<file path="config.mk">
export PLATFORM = sky130hd
export DESIGN_NAME = delta_rle_encoder
export DESIGN_NICKNAME = d
export VERILOG_FILES = /design/src/hw/rtl/drle_pkg.sv /design/src/hw/rtl/delta_rle_encoder.sv /design/src/hw/rtl/drle_front.sv /design/src/hw/rtl/drle_queue.sv /design/src/hw/rtl/drle_back.sv
export SDC_FILE = /design/constraint.sdc
export NUM_CORES = 1
export LEC_CHECK = 0
export BUFFER_PORTS_ARGS = -buffer_cell sky130_fd_sc_hd__buf_4
export CAP_MARGIN = 20
export CORE_MARGIN = 10
export CORE_UTILIZATION = 55
export CTS_CLUSTER_SIZE = 40
export DETAILED_ROUTE_END_ITERATION = 8
export PLACE_DENSITY_LB_ADDON = 0.12
export SYNTH_ARGS = -nofsm -noshare
export SYNTH_HDL_FRONTEND = slang
export SYNTH_SLANG_ARGS = --single-unit
</file>
<file path="constraint.sdc">
create_clock -name clk -period 8.4 [get_ports clk]
set_input_delay 1.26 -clock clk [delete_from_list [all_inputs] [get_ports clk]]
set_output_delay 1.26 -clock clk [all_outputs]
set_load 0.005 [all_outputs]
</file>
<file path="src/hw/rtl/drle_pkg.sv">
// shared types and constants for the delta run-length encoder
`default_nettype none
package drle_pkg;

  localparam int unsigned DRLE_WORD_W     = 32;
  localparam int unsigned DRLE_BLOCK_MAX  = 4096;
  localparam int unsigned DRLE_QUEUE_DEPTH = 2;

  // slots of one transaction's result group, in output order
  localparam int unsigned SLOT_COUNT_PRE  = 0;
  localparam int unsigned SLOT_WORD       = 1;
  localparam int unsigned SLOT_COUNT_POST = 2;
  localparam int unsigned SLOT_N          = 3;

  // which results a sample produced, plus block end
  typedef struct packed {
    logic blk_end;
    logic has_post;
    logic has_word;
    logic has_pre;
  } drle_flags_t;

  localparam int unsigned DRLE_FLAGS_W = $bits(drle_flags_t);

endpackage
`default_nettype wire

</file>
<file path="src/hw/rtl/delta_rle_encoder.sv">
// top level of the delta run-length encoder
// path: an accepted input transaction goes through the queue, then the output register
// throughput: one input transaction per cycle while out_stall is low and each yields at
//   most one result; a multi-result sample holds the single output register until done
// reset: synchronous active-low rst_n clears the queue, the output valid and run state;
//   the first sample after reset is treated as the raw start of a block
`default_nettype none
module delta_rle_encoder #(
  parameter int unsigned BLOCK_MAX = drle_pkg::DRLE_BLOCK_MAX
) (
  input  wire logic               clk,
  input  wire logic               rst_n,
  // input transactions
  input  wire logic               in_valid,
  output logic                    in_stall,
  input  wire logic signed [31:0] in_sample,
  input  wire logic               in_block_end,
  // result transactions
  output logic                    out_valid,
  input  wire logic               out_stall,
  output logic signed [31:0]      out_word,
  output logic                    out_word_is_count,
  output logic                    out_end_of_run,
  output logic                    out_end_of_block
);
  import drle_pkg::*;

  // repeat counts run from 0 up to BLOCK_MAX inclusive
  localparam int unsigned CNT_W = $clog2(BLOCK_MAX + 1);
  // one queue entry: flags, pre-count, word, post-count
  localparam int unsigned ENTRY_W = DRLE_FLAGS_W + CNT_W + DRLE_WORD_W + CNT_W;

  logic                   q_full, q_empty, q_pop, q_push;
  drle_flags_t            f_flags, h_flags;
  logic [CNT_W-1:0]       f_pre, f_post, h_pre, h_post;
  logic [DRLE_WORD_W-1:0] f_word, h_word;
  logic [ENTRY_W-1:0]     q_in, q_head;

  // front end: takes a sample per cycle unless the queue is full
  drle_front #(
    .BLOCK_MAX (BLOCK_MAX),
    .CNT_W     (CNT_W)
  ) u_front (
    .clk          (clk),
    .rst_n        (rst_n),
    .in_valid     (in_valid),
    .in_stall     (in_stall),
    .in_sample    (in_sample),
    .in_block_end (in_block_end),
    .q_full       (q_full),
    .push         (q_push),
    .push_flags   (f_flags),
    .push_pre     (f_pre),
    .push_word    (f_word),
    .push_post    (f_post)
  );

  // samples absorbed into a run push nothing
  assign q_in = {f_flags, f_pre, f_word, f_post};

  drle_queue #(
    .WIDTH (ENTRY_W),
    .DEPTH (DRLE_QUEUE_DEPTH)
  ) u_queue (
    .clk       (clk),
    .rst_n     (rst_n),
    .push      (q_push),
    .push_data (q_in),
    .pop       (q_pop),
    .head_data (q_head),
    .full      (q_full),
    .empty     (q_empty)
  );

  assign {h_flags, h_pre, h_word, h_post} = q_head;

  // back end: serialises count / word / final count of each entry
  drle_back #(
    .CNT_W (CNT_W)
  ) u_back (
    .clk               (clk),
    .rst_n             (rst_n),
    .head_valid        (!q_empty),
    .head_flags        (h_flags),
    .head_pre          (h_pre),
    .head_word         (h_word),
    .head_post         (h_post),
    .pop               (q_pop),
    .out_valid         (out_valid),
    .out_stall         (out_stall),
    .out_word          (out_word),
    .out_word_is_count (out_word_is_count),
    .out_end_of_run    (out_end_of_run),
    .out_end_of_block  (out_end_of_block)
  );

endmodule
`default_nettype wire

</file>
<file path="src/hw/rtl/drle_front.sv">
// front end: delta, run tracking and result grouping per sample
`default_nettype none
module drle_front #(
  parameter int unsigned BLOCK_MAX = drle_pkg::DRLE_BLOCK_MAX,
  parameter int unsigned CNT_W     = $clog2(BLOCK_MAX + 1)
) (
  input  wire logic                    clk,
  input  wire logic                    rst_n,
  input  wire logic                    in_valid,
  output logic                         in_stall,
  input  wire logic signed [31:0]      in_sample,
  input  wire logic                    in_block_end,
  input  wire logic                    q_full,
  output logic                         push,
  output drle_pkg::drle_flags_t        push_flags,
  output logic [CNT_W-1:0]             push_pre,
  output logic [drle_pkg::DRLE_WORD_W-1:0] push_word,
  output logic [CNT_W-1:0]             push_post
);
  import drle_pkg::*;

  logic [DRLE_WORD_W-1:0] prev_r, prev_nxt;
  logic [DRLE_WORD_W-1:0] last_r, last_nxt;
  logic                   hv_r, hv_nxt;
  logic                   counting_r, counting_nxt;
  logic [CNT_W-1:0]       rc_r, rc_nxt;
  logic                   start_r, start_nxt;

  logic                   accept;
  logic [DRLE_WORD_W-1:0] delta;
  logic                   pair;

  assign in_stall = q_full;
  assign accept   = in_valid && !q_full;
  assign delta    = DRLE_WORD_W'(in_sample) - prev_r;

  always_comb begin
    prev_nxt     = prev_r;
    last_nxt     = last_r;
    hv_nxt       = hv_r;
    counting_nxt = counting_r;
    rc_nxt       = rc_r;
    start_nxt    = start_r;
    push_flags   = '0;
    push_pre     = rc_r;
    push_word    = delta;
    push_post    = '0;
    pair         = 1'b0;

    if (start_r) begin
      // raw first sample, not part of the history
      push_word           = DRLE_WORD_W'(in_sample);
      push_flags.has_word = 1'b1;
      prev_nxt            = DRLE_WORD_W'(in_sample);
      start_nxt           = 1'b0;
      hv_nxt              = 1'b0;
      counting_nxt        = 1'b0;
      rc_nxt              = '0;
    end else begin
      prev_nxt = DRLE_WORD_W'(in_sample);
      if (counting_r && delta == last_r && rc_r < CNT_W'(BLOCK_MAX)) begin
        rc_nxt = rc_r + CNT_W'(1);
      end else begin
        if (counting_r) begin
          // run broken or saturated: the count goes out first
          push_flags.has_pre = 1'b1;
          last_nxt           = DRLE_WORD_W'(rc_r);
          hv_nxt             = 1'b1;
          counting_nxt       = 1'b0;
          rc_nxt             = '0;
        end
        pair                = hv_nxt && (delta == last_nxt);
        push_flags.has_word = 1'b1;
        last_nxt            = delta;
        hv_nxt              = 1'b1;
        if (pair) begin
          counting_nxt = 1'b1;
          rc_nxt       = '0;
        end
      end
    end

    if (in_block_end) begin
      push_flags.blk_end = 1'b1;
      if (counting_nxt) begin
        push_flags.has_post = 1'b1;
        push_post           = rc_nxt;
      end
      last_nxt     = '0;
      hv_nxt       = 1'b0;
      counting_nxt = 1'b0;
      rc_nxt       = '0;
      start_nxt    = 1'b1;
    end
  end

  assign push = accept &&
                (push_flags.has_pre || push_flags.has_word || push_flags.has_post);

  always_ff @(posedge clk) begin
    if (!rst_n) begin
      prev_r     <= '0;
      last_r     <= '0;
      hv_r       <= 1'b0;
      counting_r <= 1'b0;
      rc_r       <= '0;
      start_r    <= 1'b1;
    end else if (accept) begin
      prev_r     <= prev_nxt;
      last_r     <= last_nxt;
      hv_r       <= hv_nxt;
      counting_r <= counting_nxt;
      rc_r       <= rc_nxt;
      start_r    <= start_nxt;
    end
  end

endmodule
`default_nettype wire

</file>
<file path="src/hw/rtl/drle_queue.sv">
// short fifo between front end and output sequencer
`default_nettype none
module drle_queue #(
  parameter int unsigned WIDTH = 8,
  parameter int unsigned DEPTH = 2
) (
  input  wire logic             clk,
  input  wire logic             rst_n,
  input  wire logic             push,
  input  wire logic [WIDTH-1:0] push_data,
  input  wire logic             pop,
  output logic [WIDTH-1:0]      head_data,
  output logic                  full,
  output logic                  empty
);
  import drle_pkg::*;

  localparam int unsigned PTR_W = (DEPTH > 1) ? $clog2(DEPTH) : 1;
  localparam int unsigned CNT_W = $clog2(DEPTH + 1);

  logic [WIDTH-1:0] mem_r [DEPTH];
  logic [PTR_W-1:0] wr_r, wr_nxt;
  logic [PTR_W-1:0] rd_r, rd_nxt;
  logic [CNT_W-1:0] cnt_r, cnt_nxt;
  logic             do_push, do_pop;

  assign full      = (cnt_r == CNT_W'(DEPTH));
  assign empty     = (cnt_r == '0);
  assign do_push   = push && !full;
  assign do_pop    = pop && !empty;
  assign head_data = mem_r[rd_r];

  always_comb begin
    wr_nxt  = wr_r;
    rd_nxt  = rd_r;
    cnt_nxt = cnt_r;
    if (do_push) begin
      wr_nxt = (wr_r == PTR_W'(DEPTH - 1)) ? '0 : wr_r + PTR_W'(1);
    end
    if (do_pop) begin
      rd_nxt = (rd_r == PTR_W'(DEPTH - 1)) ? '0 : rd_r + PTR_W'(1);
    end
    if (do_push && !do_pop) begin
      cnt_nxt = cnt_r + CNT_W'(1);
    end else if (do_pop && !do_push) begin
      cnt_nxt = cnt_r - CNT_W'(1);
    end
  end

  always_ff @(posedge clk) begin
    if (do_push) begin
      mem_r[wr_r] <= push_data;
    end
  end

  always_ff @(posedge clk) begin
    if (!rst_n) begin
      wr_r  <= '0;
      rd_r  <= '0;
      cnt_r <= '0;
    end else begin
      wr_r  <= wr_nxt;
      rd_r  <= rd_nxt;
      cnt_r <= cnt_nxt;
    end
  end

endmodule
`default_nettype wire

</file>
<file path="src/hw/rtl/drle_back.sv">
// back end: walks each result group out through the output register
`default_nettype none
module drle_back #(
  parameter int unsigned CNT_W = $clog2(drle_pkg::DRLE_BLOCK_MAX + 1)
) (
  input  wire logic                        clk,
  input  wire logic                        rst_n,
  input  wire logic                        head_valid,
  input  wire drle_pkg::drle_flags_t       head_flags,
  input  wire logic [CNT_W-1:0]            head_pre,
  input  wire logic [drle_pkg::DRLE_WORD_W-1:0] head_word,
  input  wire logic [CNT_W-1:0]            head_post,
  output logic                             pop,
  output logic                             out_valid,
  input  wire logic                        out_stall,
  output logic signed [31:0]               out_word,
  output logic                             out_word_is_count,
  output logic                             out_end_of_run,
  output logic                             out_end_of_block
);
  import drle_pkg::*;

  logic [SLOT_N-1:0]      done_r, done_nxt;
  logic [SLOT_N-1:0]      pending;
  logic [SLOT_N-1:0]      pick;
  logic                   last;
  logic                   load;
  logic                   out_valid_r;
  logic [DRLE_WORD_W-1:0] word_r;
  logic                   is_count_r, eor_r, eob_r;
  logic [DRLE_WORD_W-1:0] sel_word;

  assign pending = {head_flags.has_post, head_flags.has_word, head_flags.has_pre} & ~done_r;

  // lowest pending slot goes next
  always_comb begin
    pick = '0;
    if (pending[SLOT_COUNT_PRE]) begin
      pick[SLOT_COUNT_PRE] = 1'b1;
    end else if (pending[SLOT_WORD]) begin
      pick[SLOT_WORD] = 1'b1;
    end else begin
      pick[SLOT_COUNT_POST] = 1'b1;
    end
  end

  assign last = ((pending & ~pick) == '0);
  assign load = head_valid && (!out_valid_r || !out_stall);
  assign pop  = load && last;

  always_comb begin
    if (pick[SLOT_COUNT_PRE]) begin
      sel_word = DRLE_WORD_W'(head_pre);
    end else if (pick[SLOT_WORD]) begin
      sel_word = head_word;
    end else begin
      sel_word = DRLE_WORD_W'(head_post);
    end
  end

  always_comb begin
    done_nxt = done_r;
    if (load) begin
      done_nxt = last ? '0 : (done_r | pick);
    end
  end

  always_ff @(posedge clk) begin
    if (!rst_n) begin
      done_r      <= '0;
      out_valid_r <= 1'b0;
    end else begin
      done_r <= done_nxt;
      if (load) begin
        out_valid_r <= 1'b1;
      end else if (!out_stall) begin
        out_valid_r <= 1'b0;
      end
    end
  end

  always_ff @(posedge clk) begin
    if (load) begin
      word_r     <= sel_word;
      is_count_r <= !pick[SLOT_WORD];
      eor_r      <= last;
      eob_r      <= last && head_flags.blk_end;
    end
  end

  assign out_valid         = out_valid_r;
  assign out_word          = word_r;
  assign out_word_is_count = is_count_r;
  assign out_end_of_run    = eor_r;
  assign out_end_of_block  = eob_r;

endmodule
`default_nettype wire

</file>
# Word level (Yosys, flattened, before mapping)
# Memories as Yosys holds them, arrays and structs flattened. A register that Yosys moved wholly into a read port is not among the register bits.
# Index checks and enable logic that the tools add are counted.
# W data, S select, Z words.
# word_totals
mem_count,1
reg_bits,123
out_inout_bits,37
ramBits,124
# memory_table
name,words,width,rd,rd_ports_with_merged_regs,write_ports,line_no,rtl
u_queue.mem_r,2,62,1,1,1,drle_queue.sv:21,logic [WIDTH-1:0] mem_r [DEPTH];
# op_classes
eq_ne,7
add_sub_neg,6
n_lt_le_gt_ge,1
n_bitwise,6
n_reduce_logical,28
muxes,48
# op_table
cell,count
$mux W32,7
$mux W13,9
$eq A32 B32 Y1,2
$sub A32 B32 Y32,1
$mux W1,26
$add A13 B1 Y13 const B,1
$lt A13 B13 Y1 const B,1
$logic_and A1 B1 Y1,12
$mux W2,5
$logic_not A1 Y1,7
$and A3 B3 Y3,2
$not A3 Y3,2
$ne A2 B2 Y1 const B,2
$logic_not A3 Y1,1
$logic_or A1 B1 Y1,3
$mux W3,1
$ne A3 B2 Y1 const B,1
$or A3 B3 Y3,1
$reduce_and A3 Y1,1
$add A1 B1 Y1 const B,2
$add A2 B1 Y2 const B,1
$eq A2 B2 Y1 const B,1
$logic_not A2 Y1,1
$ne A2 B1 Y1 const B,1
other kinds (5),5

# Logic depth before layout (Yosys ltp)
# Gate-level depths: netlist of the first run.
# logic_depth
depth_word,20
depth_mapped,19

# Hierarchy
# Synthesis of the first run repeated with hierarchy kept, for this count alone.
# hier_totals
hier_cells,1368
hier_area_um2,14029.7
# by_module_without_submodules
mod,cells_each,area_each_um2,instances,seq_area_each_um2
drle_front,1005,7609.8,1,1601.5
drle_queue,218,4705.8,1,3823.7
drle_back,144,1710.4,1,1131.1
delta_rle_encoder,1,3.8,1,0.0

# Worst setup path before layout of the first run
# Ideal clock, no wire load.
# synth_path
path_kind,input port to flip-flop
start,input in_sample[0]
end,"memory u_queue.mem_r[0][0] (netlist bit), enable pin"
n_path_buf,1
path_slack_ns,0.991
t_arrival_ns,6.919
setup_time_ns,0.490
required_ns,7.910
stages,15
path_cell_list,inv_1 -> ha_1 -> fa_1 -> nor2b_1 -> o21ai_1 -> a2111oi_4 -> o21ai_0 -> mux2_2 -> o22a_1 -> and4_1 -> nor4b_1 -> nor4b_2 -> clkbuf_1 -> a21oi_1 -> nor2b_1
# synth_via
elab_chain_len,13
elab_cells_between_ends,20
cone_classes,add/sub: 1; eq/ne: 2; mux: 10; reduce/logical: 7
# synth_rtl
element,line_no,rtl
"start, declared",delta_rle_encoder.sv:16,"input wire logic signed [31:0] in_sample,"
$sub A32 B32 Y32 *,drle_front.sv:35,assign delta = DRLE_WORD_W'(in_sample) - prev_r;
"$eq A32 B32 Y1, on equally long branches","drle_front.sv:72, drle_front.sv:61",
"$logic_and A1 B1 Y1, on equally long branches","drle_front.sv:72, drle_front.sv:61",
$mux W1 / $logic_and A1 B1 Y1 (equally long branches),"drle_front.sv:76, drle_front.sv:61",
$mux W1,drle_front.sv:61,if (counting_r && delta == last_r && rc_r < CNT_W'(BLOCK_MAX)) begin
$mux W1,drle_front.sv:50,if (start_r) begin
$mux W1,drle_front.sv:85,if (counting_nxt) begin
$mux W2,drle_front.sv:83,if (in_block_end) begin
$logic_or A1 B1 Y1 *,drle_front.sv:98,(push_flags.has_pre || push_flags.has_word || push_flags.has_post);
$logic_and A1 B1 Y1 *,drle_front.sv:97,assign push = accept &&
$logic_and A1 B1 Y1 *,drle_queue.sv:29,assign do_push = push && !full;
via u_queue.do_push,drle_queue.sv:25,"logic do_push, do_pop;"
$mux W1 *,drle_queue.sv:51,if (do_push) begin
$mux W1 (not written as such) *,drle_queue.sv:52,mem_r[wr_r] <= push_data;
"end, declared",drle_queue.sv:21,
# Mark *: on every way through the listed nets, which the timed path passes. The rest lies on a longest branch.

# Final worst setup path of the first run
# layout_path
start,input in_sample[18]
end,"memory u_queue.mem_r[0][12] (netlist bit), enable pin"
# The elaborated chain is that of the path after synthesis.

==> results_dict.tcl, run 1 <==
set metrics [dict create \
    required_ns 8.62 \
    crit_start "in_sample[18]" \
    first_pass_iters 5 \
    cts_hold_buf 0 \
    post-cts-setup-buffers 0 \
    whs_ns 0.4522 \
    drt_wl_total_um 41650 \
    fp.dieH_um 181.6 \
    via_count 11791 \
    clock.fmax_mhz 179.0 \
    p_clk_frac 0.279 \
    r2r-start "u_front.prev_r[18]" \
    async_flop_share 0 \
    power.density_nw_per_um2 281.2 \
    rr_endpoint "u_queue.mem_r[0][12]" \
    num_rows 59 \
    grt_pass1_vias 11250 \
    pin_count 74 \
    track_usage 0.2441 \
    fin_nets 1550 \
    ys_warn_count 0 \
    ir_drop_mv 0.3425 \
    root_buffer "clkbuf_16" \
    fillers 2176 \
    port_buffers 73 \
    insertion_delay_ns 0.56 \
    critPathKind "input port to flip-flop" \
    syn_area_um2 14360 \
    clock-sinks 248 \
    grt_antenna_before_repair 0 \
    antenna_cells 0 \
    switching_share 0.3399 \
    tightest_slew_ns 1.186 \
    die_w_um 181.6 \
    outcome "complete, no violations" \
    synth_nets 1515 \
    coreArea_um2 25840 \
    cts_tree "built" \
    yosysUniqueCellTypes 94 \
    grt_max_degree 76 \
    synth-seq-area-share 0.4567 \
    p_sw_mw 1.537 \
    crit_arrival_ns 5.80 \
    htreeDepth 1 \
    critPathLaunchType "input port" \
    hold_viol_final 0 \
    drc_errors 0 \
    cts_resized 0 \
    vias_per_cell 6.429 \
    r2r_setup_slack_ns 3.28 \
    skew_ns 0.02012 \
    worst_r2r_path_depth 15 \
    endpoint "u_queue.mem_r[0][12]" \
    synth-edff-count 159 \
    min_period_over_period 0.6649 \
    drv_cap 0 \
    grt-ovfl-total 0 \
    relSlewSlack 0.1990 \
    synthFlopType "edfxtp_1" \
    wl_per_cell_um 22.71 \
    min_period_ns 5.585 \
    clockBufferDepth 3 \
    place_hpwl_um 29670 \
    critPathMaxFanout 25 \
    synth_seq_cells 248 \
    start_util 0.5556 \
    holdCritPathClass "flip-flop to flip-flop" \
    grt_first_pass_wirelength_um 65010 \
    p_comb_frac 0.345 \
    min_from "u_front.prev_r[9]" \
    p_leak_nw 5.839 \
    place.gp.congestion 0.9441 \
    grt_setup_unrepaired "no" \
    end_kind "flip-flop" \
    path_clk_slew_ns 0.06 \
    setup_tns_ns 0 \
    area_growth_pct 12.00 \
    cts_buffers 27 \
    final_layout_size_suffix_gt1_frac 0.1334 \
    syn_inst 1443 \
    initialDrtViolationCount 1244 \
    syn_area_per_cell_um2 9.948 \
    maxSlewViolCount 0 \
    p_int_mw 2.985 \
    die_area_um2 32960 \
    setup_viol_count_final 0 \
    p_seq_frac 0.376 \
    fin_util 0.6223 \
    ant_nets 0 \
]
[per-stage QoR]
step	total power, mW	cells	setup slack, ns	cell area, um2
after floorplan	2.745	1443	0.9912	14360
after global placement	3.240	1782	2.155	15090
after detailed placement	3.262	1782	2.058	15090
after CTS	4.530	1832	2.607	16040
after global routing	4.754	1834	2.466	16080
final	4.521	1834	2.815	16080
[power groups by stage]
| stage | registers [mW] | clock network [mW] | logic [mW] |
|---|---|---|---|
| final | 1.70 | 1.26 | 1.56 |
| after global routing | 1.72 | 1.33 | 1.70 |
| after detailed placement | 1.73 | 0 | 1.53 |
| after global placement | 1.72 | 0 | 1.52 |
| after floorplan | 1.73 | 0 | 1.01 |
| after CTS | 1.70 | 1.28 | 1.54 |
[sequential cells by signal, indices dropped and copies added (netlist names), 2 cells and up, named ones only]
name              flops
u_queue.cnt_r         2
u_front.push_pre     13
u_back.out_word      32
u_queue.mem_r       124
u_back.done_r         3
u_front.prev_r       32
u_front.last_r       32
[cell usage after synthesis (all sizes together), types with 18 or more instances]
cell type	count	area share
nand2	176	0.046
edfxtp	159	0.33
a21oi	119	0.042
nor2	113	0.030
dfxtp	89	0.12
o21ai	66	0.023
mux2i	53	0.037
inv	52	0.014
clkbuf	49	0.013
buf	37	0.014
ha	34	0.030
nand3	33	0.012
o211ai	31	0.017
nand4	25	0.012
nor3	25	0.0091
xor2	24	0.015
a21o	20	0.010
nand3b	18	0.0094
[layer usage]
metal / vias to the layer above / track usage / wire (um) / part of all wire
met5: - / 0 / 0 / 0
met4: 0 / 0.05727 / 909 / 0.022
met3: 73 / 0.03300 / 3280 / 0.079
met2: 530 / 0.3809 / 18660 / 0.45
met1: 5697 / 0.3524 / 18810 / 0.45
li1: 5491 / - / - / -
[worst min-delay path by stage]
stage,depth (start not counted),end
finish,2,u_front.prev_r[9]
global route,2,u_front.prev_r[28]
CTS,2,u_front.prev_r[28]
detailed placement,2,u_back.done_r[2]
global placement,2,u_back.done_r[2]
floorplan,2,u_back.done_r[2]
[area by class of cell]
cell class	instances	area [um2]	area share
clock inverter	17	212.7	0.01323
timing repair buffer	92	710.7	0.04420
multi-input combinational	1056	7239	0.4503
inverter	53	198.9	0.01237
tap	335	419.2	0.02607
clock buffer	33	738.2	0.04591
sequential	248	6559	0.4079
[cells in the final DEF (no fill, tap or decap), types with 20 or more instances in the layout]
cell type and count:
xor2_1 24, nand2_1 174, o21ai_0 52, nand3_1 33
a21o_1 20, nor2_1 110, nor3_1 24, buf_4 91
edfxtp_1 159, clkbuf_16 27, inv_1 52, ha_1 34
nand4_1 23, a21oi_1 117, dfxtp_1 87, mux2i_1 53
o211ai_1 30
[critical path, stage by stage]
cell and delay [ns]:
buf_4 0.12, ha_1 0.56, nand2_1 0.23, o21ai_1 0.50, a21o_1 0.23, nand3_1 0.20, and4_1 0.29, or2_2 0.32
xnor2_1 0.31, nor4b_1 0.12, nor4b_2 0.19, a21oi_1 0.27, nor2b_4 0.60, buf_16 0.24, buf_4 0.34
[kinds of logic after synthesis]
family / share of synthesized area
and+or+nand+nor: 0.1836
AOI/OAI and AO/OA: 0.1747
DFF: 0.4567
buffers and inverters: 0.04070
muxes: 0.06441
xor gates and xnor gates: 0.04890
adders and majority gates: 0.03103
No activity file was read; power rests on OpenSTA's default activity.
==> inputs of run 2 (changes only) <==
Clock period 8.4 ns to 4.7 ns, I/O delays scaled along.
==> results_dict.tcl, run 2 (synthesized netlist as in run 1, its figures left out) <==
set metrics [dict create \
    outcome "complete, no violations" \
    final_layout_size_suffix_gt1_frac 0.2135 \
    place_area_um2 16380 \
    min_period_ns 4.380 \
    pin_count 74 \
    holdCritPathClass "input port to flip-flop" \
    final_cell_mix "buf_4 (231), nand2_1 (174), edfxtp_1 (159)" \
    wl_met2_um 19690 \
    min_period_over_period 0.9320 \
    fin_area_um2 17260 \
    p_leak_nw 6.534 \
    port_buffers 73 \
    via_count 12117 \
    final_common_cell "buf_4" \
    endpoint "u_queue.cnt_r[1]" \
    critPathLaunchType "flip-flop" \
    r2r-start "u_front.prev_r[12]" \
    wl_met3_um 2790 \
    start_util 0.5556 \
    fin_nets 1695 \
    grt_first_pass_wirelength_um 66900 \
    skew_ns 0.01560 \
    cts_resized 0 \
    whs_ns 0.4318 \
    wl_met1_um 19200 \
    critPathKind "flip-flop to flip-flop" \
    crit_arrival_ns 4.84 \
    cts_buffers 27 \
    hold_viol_final 0 \
    ir_drop_mv 0.5223 \
    place_hpwl_um 32110 \
    drc_errors 0 \
    relSlewSlack 0.4001 \
    grt-ovfl-total 0 \
    clock.fmax_mhz 228.3 \
    dp_cells 1929 \
    worst_r2r_path_depth 14 \
    fp.dieH_um 181.6 \
    power.density_nw_per_um2 476.5 \
    clockBufferDepth 3 \
    place.gp.congestion 0.9849 \
    area_growth_pct 20.24 \
    die_w_um 181.6 \
    insertion_delay_ns 0.54 \
    die_area_um2 32960 \
    ant_nets 0 \
    cts_hold_buf 0 \
    coreArea_um2 25840 \
    setup_tns_ns 0 \
    routed.top_layer "met4" \
    total_power_mw 8.225 \
    crit_start "u_front.prev_r[12]" \
    drt_wl_total_um 42770 \
    maxSlewViolCount 0 \
    wl_per_cell_um 21.61 \
    htreeDepth 1 \
    rr_endpoint "u_queue.cnt_r[1]" \
    track_usage 0.2510 \
    largest_reg_flops 124 \
    antenna_cells 0 \
    grt_pass1_vias 11890 \
    post-cts-setup-buffers 0 \
    required_ns 5.16 \
    regMostFlops "u_queue.mem_r" \
    first_pass_iters 6 \
    grt_antenna_before_repair 0 \
    r2r_setup_slack_ns 0.32 \
    end_kind "flip-flop" \
    grt_max_degree 65 \
    critPathMaxFanout 6 \
    drv_cap 0 \
    num_rows 59 \
    setup_viol_count_final 0 \
    initialDrtViolationCount 1154 \
    cts_tree "built" \
    tightest_slew_ns 0.8965 \
    root_buffer "clkbuf_16" \
    clock-sinks 248 \
    vias_per_cell 6.123 \
    stdcell_count 1979 \
    path_clk_slew_ns 0.06 \
]
## run 2: critical path: stages (launching register included)
cell       delay [ns]
dfxtp_1          0.32
inv_1            0.04
ha_1             0.36
a21oi_1          0.33
o21ai_1          0.23
o311ai_0         0.78
nor2_1           0.16
xnor2_1          0.27
o2111ai_1        0.17
nand4b_1         0.30
nor4b_4          0.33
a21oi_2          0.12
ha_1             0.35
or3_1            0.38
a21oi_1          0.17
## run 2: where the power goes
part / internal [mW] / leakage, nW / switching (mW)
combinational: 1.34 / 3.88 / 1.76
clock: 1.21 / 0.420 / 0.857
sequential: 2.90 / 2.24 / 0.167
## run 2: how the worst min path moves through the flow
| stage | startpoint | cells past startpoint | slack [ns] | to |
|---|---|---|---|---|
| 5_1_grt | in_sample[4] | 3 | 0.43 | u_front.prev_r[4] |
| 3_3_place_gp | u_back.done_r[2] | 2 | 0.42 | u_back.done_r[2] |
| 6_report | in_sample[1] | 3 | 0.43 | u_front.prev_r[1] |
| 2_1_floorplan | u_back.done_r[2] | 2 | 0.41 | u_back.done_r[2] |
| 4_1_cts | in_sample[1] | 3 | 0.41 | u_front.prev_r[1] |
| 3_5_place_dp | u_back.done_r[2] | 2 | 0.43 | u_back.done_r[2] |
## run 2: stage by stage
step	utilization	setup slack [ns]
detailed placement	0.6340	-0.08592
CTS	0.6678	0.3708
floorplan	-	-0.01560
global placement	0.6340	-0.1159
global route	0.6680	-0.0000008882
finish	0.6680	0.3198
## run 2: area by class of cell
| cell class | instances | area [um2] |
|---|---|---|
| well taps | 335 | 419.2 |
| fillers | 2064 | 8577 |
| flip-flops and latches | 248 | 6559 |
| inverters | 53 | 211.5 |
| repair buffers | 237 | 1854 |
| clock buffers | 34 | 732.0 |
| clock inverters | 16 | 142.6 |
| multi-input cells | 1056 | 7342 |
## run 2: per-layer routing
layer,vias up,global-route usage
met1,5794,0.3493
met4,0,0.06964
met5,-,0
met2,474,0.3988
met3,80,0.03837
li1,5769,-
==> inputs of run 3 (changes only) <==
Settings changed: CELL_PAD_IN_SITES_DETAIL_PLACEMENT from default to 1, CELL_PAD_IN_SITES_GLOBAL_PLACEMENT from default to 2, CORE_UTILIZATION 55 to 37.
==> results_dict.tcl, run 3 (synthesized netlist as in run 1, its figures left out) <==
set metrics [dict create \
    pin_count 74 \
    final_common_cell "buf_4" \
    insertion_delay_ns 0.58 \
    holdCritPathClass "input port to flip-flop" \
    vias_per_cell 5.550 \
    first_pass_iters 5 \
    start_util 0.3732 \
    port_buffers 73 \
    place_hpwl_um 37210 \
    track_usage 0.2049 \
    critPathLaunchType "flip-flop" \
    met3_usage 0.02288 \
    fin_ws_ns 0.2763 \
    antenna_cells 0 \
    ir_drop_mv 0.2697 \
    cts_hold_buf 0 \
    coreArea_um2 38470 \
    fin_nets 1724 \
    clockBufferDepth 3 \
    min_period_over_period 0.9412 \
    required_ns 5.14 \
    grt-ovfl-total 0 \
    cts_tree "built" \
    drv_cap 0 \
    num_rows 72 \
    area_growth_pct 24.12 \
    grt_util_met1 0.2892 \
    grt_pass1_vias 12605 \
    p_leak_nw 6.738 \
    die_w_um 217.0 \
    clock.fmax_mhz 226.1 \
    path_clk_slew_ns 0.07 \
    setup_viol_count_final 0 \
    fp.dieH_um 217.0 \
    end_kind "flip-flop" \
    relSlewSlack 0.2695 \
    tightest_slew_ns 1.092 \
    dp_cells 2138 \
    die_area_um2 47080 \
    grt_first_pass_wirelength_um 76040 \
    p_int_mw 5.639 \
    grt_antenna_before_repair 1 \
    htreeDepth 1 \
    grt_max_degree 76 \
    clock-sinks 248 \
    final_cell_mix "buf_4 (256), nand2_1 (174), edfxtp_1 (159)" \
    p_comb_frac 0.366 \
    root_buffer "clkbuf_16" \
    stdcell_count 2194 \
    p_sw_mw 2.981 \
    switching_share 0.3458 \
    drc_errors 0 \
    power.density_nw_per_um2 483.8 \
    place.gp.congestion 0.8745 \
    drt_wl_total_um 49160 \
    ant_nets 0 \
    wl_per_cell_um 22.41 \
    cts_resized 0 \
    maxSlewViolCount 0 \
    total_power_mw 8.620 \
    r2r_setup_slack_ns 0.28 \
    p_seq_frac 0.363 \
    largest_reg_flops 124 \
    regMostFlops "u_queue.mem_r" \
    skew_ns 0.01965 \
    use_met2 0.3345 \
    post-cts-setup-buffers 0 \
    p_clk_frac 0.271 \
    dp_slack_ns -0.1977 \
    initialDrtViolationCount 756 \
    whs_ns 0.3902 \
    hold_viol_final 0 \
    critPathMaxFanout 11 \
    min_period_ns 4.424 \
    crit_arrival_ns 4.86 \
    final_layout_size_suffix_gt1_frac 0.2303 \
    critPathKind "flip-flop to flip-flop" \
    top_usage_layer "met2" \
    cts_buffers 30 \
    via_count 12177 \
    outcome "complete, no violations" \
    grt_setup_unrepaired "no" \
]
-- run 3: cell types whose count changed in the layout (fill, tap and decap cells not counted), moves of 3 or more --
cell	previous run	this run
clkinv_4	1	6
clkbuf_8	3	0
clkinvlp_4	3	0
buf_4	231	256
clkbuf_16	27	30
clkinv_2	3	7
-- run 3: final timing paths --
kind / endpoint / depth (start not counted) / from
setup / recovery: u_front.last_r[21] / 14 / u_front.prev_r[12]
hold / removal: u_front.prev_r[18] / 3 / in_sample[18]
setup reg to reg: u_front.last_r[21] / 14 / u_front.prev_r[12]
hold reg to reg: u_back.done_r[2] / 2 / u_back.done_r[2]
-- run 3: metrics by stage --
step | instance area [um2] | setup TNS (ns) | utilization
after detailed placement | 16820 | -3.935 | 0.4373
after global placement | 16820 | -1.657 | 0.4373
after CTS | 17820 | 0 | 0.4632
after floorplan | 14480 | -0.9672 | -
final | 17820 | 0 | 0.4632
after global routing | 17820 | 0 | 0.4632
-- run 3: cell type report --
type,instances,area [um2]
Multi-Input combinational cell,1056,7338
Sequential cell,248,6561
Tap cell,518,648.1
Timing Repair Buffer,263,2062
Inverter,53,211.5
Clock inverter,23,234.0
Fill cell,4383,20650
Clock buffer,33,762.0
-- run 3: worst max-delay path: stages (launching register included) --
cell      delay, ns
dfxtp_1        0.32
inv_1          0.04
ha_1           0.41
nand4_1        0.30
a211oi_2       0.35
o31ai_4        0.15
a211o_1        0.33
and3_4         0.16
or3_1          0.41
and4_1         0.25
nor4b_4        0.15
nor4b_4        0.17
nor2_1         0.83
buf_4          0.28
o211ai_1       0.11
-- run 3: power by group through the flow --
| stage | registers (mW) | clock network [mW] | logic [mW] |
|---|---|---|---|
| global route | 3.19 | 2.48 | 3.46 |
| floorplan | 3.08 | 0 | 1.84 |
| detailed placement | 3.18 | 0 | 3.18 |
| finish | 3.13 | 2.33 | 3.15 |
| global placement | 3.16 | 0 | 3.10 |
| CTS | 3.14 | 2.39 | 3.19 |
-- run 3: routing by layer --
| layer | up-vias | share of wire |
|---|---|---|
| li1 | 5811 | - |
| met1 | 6083 | 0.48 |
| met2 | 238 | 0.46 |
| met3 | 45 | 0.043 |
| met4 | 0 | 0.015 |
| met5 | - | 0 |
